$ cat src/rtl/cnv3_pkg.sv
// Shared constants and types for the 3x3 RGB convolution block.
package cnv3_pkg;

   localparam int MAX_WIDTH_DEF  = 1024;
   localparam int COEFF_BITS_DEF = 8;
   localparam int PIX_W          = 24;
   localparam int FW_W           = 11;
   localparam int FH_W           = 16;
   localparam int CSR_IDX_W      = 3;
   localparam int CSR_DATA_DEF   = 24;
   localparam int QUEUE_DEPTH    = 4;
   localparam int QCNT_W         = $clog2(QUEUE_DEPTH + 1);

   localparam logic [CSR_IDX_W-1:0] REG_FRAME_WIDTH   = 3'd0;
   localparam logic [CSR_IDX_W-1:0] REG_FRAME_HEIGHT  = 3'd1;
   localparam logic [CSR_IDX_W-1:0] REG_KERNEL_TOP    = 3'd2;
   localparam logic [CSR_IDX_W-1:0] REG_KERNEL_MIDDLE = 3'd3;
   localparam logic [CSR_IDX_W-1:0] REG_KERNEL_BOTTOM = 3'd4;

   localparam logic [FW_W-1:0] FRAME_WIDTH_RST  = 11'd640;
   localparam logic [FH_W-1:0] FRAME_HEIGHT_RST = 16'd480;
   localparam int              KERNEL_MID_RST   = 256;

   localparam logic OP_PIXEL = 1'b0;
   localparam logic OP_DRAIN = 1'b1;

   typedef struct packed {
      logic ends;
      logic col_zero;
      logic col_one;
      logic draining;
   } ctl_type;

   typedef struct packed {
      logic [PIX_W-1:0] top;
      logic [PIX_W-1:0] mid;
      logic [PIX_W-1:0] bot;
      ctl_type          ctl;
   } ent_type;

endpackage

$ cat src/rtl/cnv3_fifo.sv
// Short queue of column entries between front and back ends.
module cnv3_fifo
   import cnv3_pkg::*;
(
   input  logic              clock,
   input  logic              reset,
   input  logic              push,
   input  ent_type           push_ent,
   input  logic              pop,
   output logic              q_valid,
   output ent_type           q_ent,
   output logic [QCNT_W-1:0] q_count
);
   localparam int PW = $clog2(QUEUE_DEPTH);

   ent_type           store [QUEUE_DEPTH];
   logic [PW-1:0]     wp_ff, rp_ff;
   logic [QCNT_W-1:0] cnt_ff;

   always_ff @(posedge clock) begin
      if (reset) begin
         wp_ff  <= '0;
         rp_ff  <= '0;
         cnt_ff <= '0;
      end else begin
         if (push) begin
            wp_ff <= wp_ff + PW'(1);
         end
         if (pop) begin
            rp_ff <= rp_ff + PW'(1);
         end
         cnt_ff <= cnt_ff + QCNT_W'(push) - QCNT_W'(pop);
      end
   end

   always_ff @(posedge clock) begin
      if (push) begin
         store[wp_ff] <= push_ent;
      end
   end

   assign q_valid = cnt_ff != '0;
   assign q_ent   = store[rp_ff];
   assign q_count = cnt_ff;

endmodule

$ cat config.mk
export PLATFORM = sky130hd
export DESIGN_NAME = cnv3_fifo
export DESIGN_NICKNAME = d
export VERILOG_FILES = /design/src/rtl/cnv3_pkg.sv /design/src/rtl/cnv3_fifo.sv
export SDC_FILE = /design/constraint.sdc
export NUM_CORES = 1
export LEC_CHECK = 0
export ABC_AREA = 0
export ABC_CLOCK_PERIOD_IN_PS = 6200
export BUFFER_PORTS_ARGS = -buffer_cell sky130_fd_sc_hd__buf_2
export CORE_AREA = 2 2 173 175
export CTS_CLUSTER_DIAMETER = 120
export DETAILED_ROUTE_END_ITERATION = 16
export DIE_AREA = 0 0 175 177
export PLACE_DENSITY = 0.56
export SLEW_MARGIN = 20
export SYNTH_ARGS = -nofsm -noshare
export SYNTH_HDL_FRONTEND = slang
export SYNTH_SLANG_ARGS = --single-unit
$ cat constraint.sdc
create_clock -name clock -period 6.2 [get_ports clock]
set_clock_uncertainty 0.1 [all_clocks]
set_input_delay 1.24 -clock clock [delete_from_list [all_inputs] [get_ports clock]]
set_output_delay 1.24 -clock clock [all_outputs]
set_load 0.05 [all_outputs]
Yosys cells after proc, flatten, opt, wreduce, memory -nomap -nowiden
Memory sizes are Yosys's and may differ from the RTL's. A register that Yosys moved wholly into a read port is not among the register bits.
Index checks and enable logic that the tools add are counted.
{ "totals": {"reg_bits": 7, "ramBits": 304, "word_cells": 13, "memories": 1} }
{ "classes": {"addsub": 4, "mux": 4, "reduce_logical": 1} }
{ "mem_list": {"columns": ["memory", "words", "word_bits", "rd", "rd_clocked_by_memory_dff", "write_ports", "line", "text"], "rows": [
  ["store", 4, 76, 1, 1, 1, "cnv3_fifo.sv:16", "ent_type store [QUEUE_DEPTH];"]
]} }
{ "ops": {"columns": ["op", "count"], "rows": [
  ["$add 2x1->2 const B", 2],
  ["$mux 2", 2],
  ["$add 3x1->3", 1],
  ["$reduce_bool 3->1", 1],
  ["$sub 3x1->3", 1],
  ["$mux 1", 2]
]} }

Depth between registers and ports, before layout
{ "logic_depth": {"ltp_word": 3, "ltp_mapped": 7, "depth_no_buf": 7} }

Least setup slack after synthesis
OpenSTA, ideal clock, no wires.
{ "synth_timing": {"kind": "input to register", "start": "input port push", "end": "memory store[0][0] (netlist name), enable pin", "setup_time_ps": 442, "arrival_time_ps": 3014, "t_required_ps": 5658, "path_slack_ps": 2644, "stages": 1, "n_path_buf": 0, "cell_sequence": "and2_1"} }
{ "synth_between": {"elab_chain_len": 2} }
{ "synth_lines": {"columns": ["item", "line", "text"], "rows": [
  ["start: declaration", "cnv3_fifo.sv:7", "input logic push,"],
  ["$mux 1", "cnv3_fifo.sv:37", "if (push) begin"],
  ["$mux 1 (not written as such)", "cnv3_fifo.sv:38", "store[wp_ff] <= push_ent;"],
  ["end: declaration", "cnv3_fifo.sv:16", null]
]} }
No other way between the ends.

==> results.txt <==
- The run finished with clean final reports.
- The largest total area in the synthesized netlist belongs to edfxtp_1.
- Adding up every negative setup slack in the final design gives 0 ps.
* Worst r2r src: wp_ff[0]
* Share of synthesized registers carrying an async set or reset: 0%
- TritonCTS built the clock tree.
* Flop-to-flop setup slack: 3910 ps
* Internal Power: 0.003885 W
* Global-route congestion overflow total: 0
* Final period util: 68.20%
- Unrepaired setup endpoints after global routing: no
- The synthesized netlist contains 21 unique library cells.
- Initial drt markers: 324
- The final layout contains 711 nets.
* Worst reg2reg path endpoint: store[3][12]
- Number of core rows: 63
* Combinational group share of total power: 13.1%
- Across all hold checks on the routed design, the worst slack comes to 437.0 ps.
* Most instantiated library cell after synthesis: edfxtp_1
- Share of final-layout standard cells stronger than drive strength 1: 45.60%
- Input and output buffers added on the ports amount to 159.
- Fin crit period: about 4200 ps
* Die W: 175 um
- The die covers 30980 um^2.
- Yosys attributes the largest share of cell area to edfxtp_1, mux4_2, dfxtp_1.
- The first global-routing pass estimated roughly 33000 um of wire.
- The filler cells instantiated in the layout total 2435.
- Clock latency on the worst-skew pair, taken at its later pin, is 490 ps.
- Total area of multi-input combinational cells: 1953 um^2
* Number of H-tree levels: 2
- Summing all flip-flop and latch instances after layout gives just over 9000 um^2.
- Once the clock tree was built, the resizer swapped 0 gates to a different size.
- The initial antenna violation count came to 4.
- In this run the static leakage power is 4.638 nW.
* Io pins: 160
- In this run the post-CTS setup repair buffer count came out at 0.
- The clock network burns 38.8% of the power.
- At the worst endpoint, the arrival time is 2890 ps.
* Final slew viol count: 0
- The clock drives 313 sinks.
* Finished layout cell area: 13780 um^2
* DRC violations left: 0
* Sequential fraction of the synthesis area: 81.34%
- Number of search-and-repair iterations in the first detailed-routing pass: 4
* Hold-fix buffers at CTS: 0
* TritonCTS Buffers: 35
- Final hold violation count: 0
* Critical path data required time: 4860 ps
- Switching share of power: 24.67%
- The via count of the first global-routing pass was 5722.
- The count of nets left with antenna violations once routing finished came out at 0.
- The worst setup path is captured at a primary output.
* Number of enable-type register cells in the synthesized netlist: 304
* Critical Path Start Type: register
- For this run, the number of Yosys warnings is 0.
- After floorplanning, the core was sized to cover about 30000 um^2.
- Dividing the detail-routed via count by the number of cells gives roughly 5.0.
- Routability Congestion: ~0.66
- Cell types with the highest counts after synthesis: edfxtp_1, mux4_2, dfxtp_1, ha_1, inv_1
* Cell Area, Synth: 11440 um^2
- From synthesis to final layout, the design area changed by 20.42%.
- Launch point of the worst hold path: rp_ff[0]
- Mapped Avg Cell Area: approximately 26 um^2
* Final WL: around 21000 um
- Synth Flop Type: edfxtp_1
- In this run, synthesis produced a sequential element count of 313.
- Setup violations remaining at the end of the flow were counted as 0.
* Max VDD drop: between 0.2 and 0.3 mV
- Class of the worst hold path: register to register
- After clock tree synthesis, the clock-pin slew on the worst setup and hold paths is 60 ps.
- Bufs on Longest Clock Path: 3
* Routed WL per cell: around 21 um
- Slew at the pin closest to its max-slew limit: 772.7 ps
- Number of cells on the worst reg-to-reg path: 3
* Crit Path Max Fanout: 37
* CTS Root Cell: clkbuf_16
- For this run, the total global-route usage over all layers was measured as 14.05%.
- Switching power summed over all nets: 0.001273 W
- In this run the cell area measured after placement is 12650 um^2.
* Power per cell area: 374.3 nW/um^2
- The top cell type by area accounts for 79.76% of the synthesized area.
* Number of maximum-capacitance violations: 0
* Syn_nets: 525
* Slew HR: 48.49%
* Highest Clock Rate: approximately 240 MHz
- The share of total power dissipated in sequential elements is around half.
* Total number of vias: roughly 5200
- Category of the most critical setup path: register to primary output
- The floorplan step set the die height to 177 um.
- Min-Delay Path Depth: 2
- Starting utilization of the core area: approximately 39%
- Entering global routing, the biggest net connects 47 pins.
- After technology mapping, the gate count stands at around 440.
- Detailed placement finished with a half-perimeter wire length of about 13000 um.
-- worst max-delay path by stage --
stage	startpoint	endpoint	slack, ps	depth (start not counted)
final	register	q_ent[70]	1970	3
after global routing	register	q_ent[70]	1680	3
after CTS	register	q_ent[70]	1780	3
after detailed placement	register	q_ent[70]	2320	3
after global placement	register	q_ent[70]	2360	3
after floorplan	push	store[0][0]	2640	1
-- placed cells by master, fill, tap and decap left out, types with 3 or more instances in the layout --
| master | instances |
|---|---|
| edfxtp_1 | 304 |
| buf_2 | 159 |
| mux4_2 | 76 |
| clkbuf_16 | 37 |
| clkinv_1 | 8 |
| dfxtp_1 | 7 |
| inv_1 | 6 |
| ha_1 | 6 |
| clkbuf_1 | 6 |
| buf_4 | 6 |
| nor2_1 | 5 |
| and2_4 | 4 |
| clkinv_2 | 4 |
| bufinv_16 | 4 |
| diode_2 | 3 |
-- per-stage QoR --
step	util [%]	worst slack, ps	instances	power [W]
finish	47.13	1971	1040	0.005158
global route	47.10	1683	1037	0.005346
CTS	47.10	1779	1037	0.005236
detailed placement	43.25	2321	977	0.003213
global placement	43.16	2362	976	0.003200
floorplan	-	2644	438	0.003038
-- routing by layer --
metal,up-vias,share of wire (%),routed length (um),GRT usage [%]
met5,-,0.052,11,0
met4,2,2.1,454,3.993
met3,40,7.2,1531,3.973
met2,181,49,10560,23.81
met1,2717,41,8788,17.78
li1,2248,-,-,-
-- flip-flops by register name, indices dropped and copies added (netlist names), named ones only --
register / flops
rp_ff: 2
q_count: 3
store: 304
wp_ff: 2
-- worst max-delay path: stages (launching register included) --
cell and delay [ps]:
dfxtp_4 840, buf_4 670, mux4_2 620, buf_2 230
-- power groups by stage --
stage	clock, W	sequential (W)	combinational [W]
2_1_floorplan	0	0.00252	0.000519
3_5_place_dp	0	0.00253	0.000687
6_report	0.00200	0.00248	0.000676
5_1_grt	0.00214	0.00249	0.000713
3_3_place_gp	0	0.00253	0.000671
4_1_cts	0.00207	0.00248	0.000689
-- logic make-up (layout without fill, tap and decap cells) --
group           count (synthesis)  in the layout  synth area share, %
flops                         313            313                81.34
xor+xnor                        3              3               0.3608
fa+ha+maj                       7              7               0.8309
compound gates                  2              2               0.1312
buf+inv                        23            232                1.684
other cells                     0              3                    0
simple gates                   13             13               0.6122
mux                            77             77                15.04
-- final cells by class --
cell class	count	share of cell area, %
sequential	313	67.60
multi-input combinational	102	14.17
antenna	3	0.05447
tap	390	3.541
clock inverter	17	1.289
inverter	6	0.1634
clock buffer	43	6.882
timing repair buffer	166	6.300
Power figures use the tool's default switching activity.
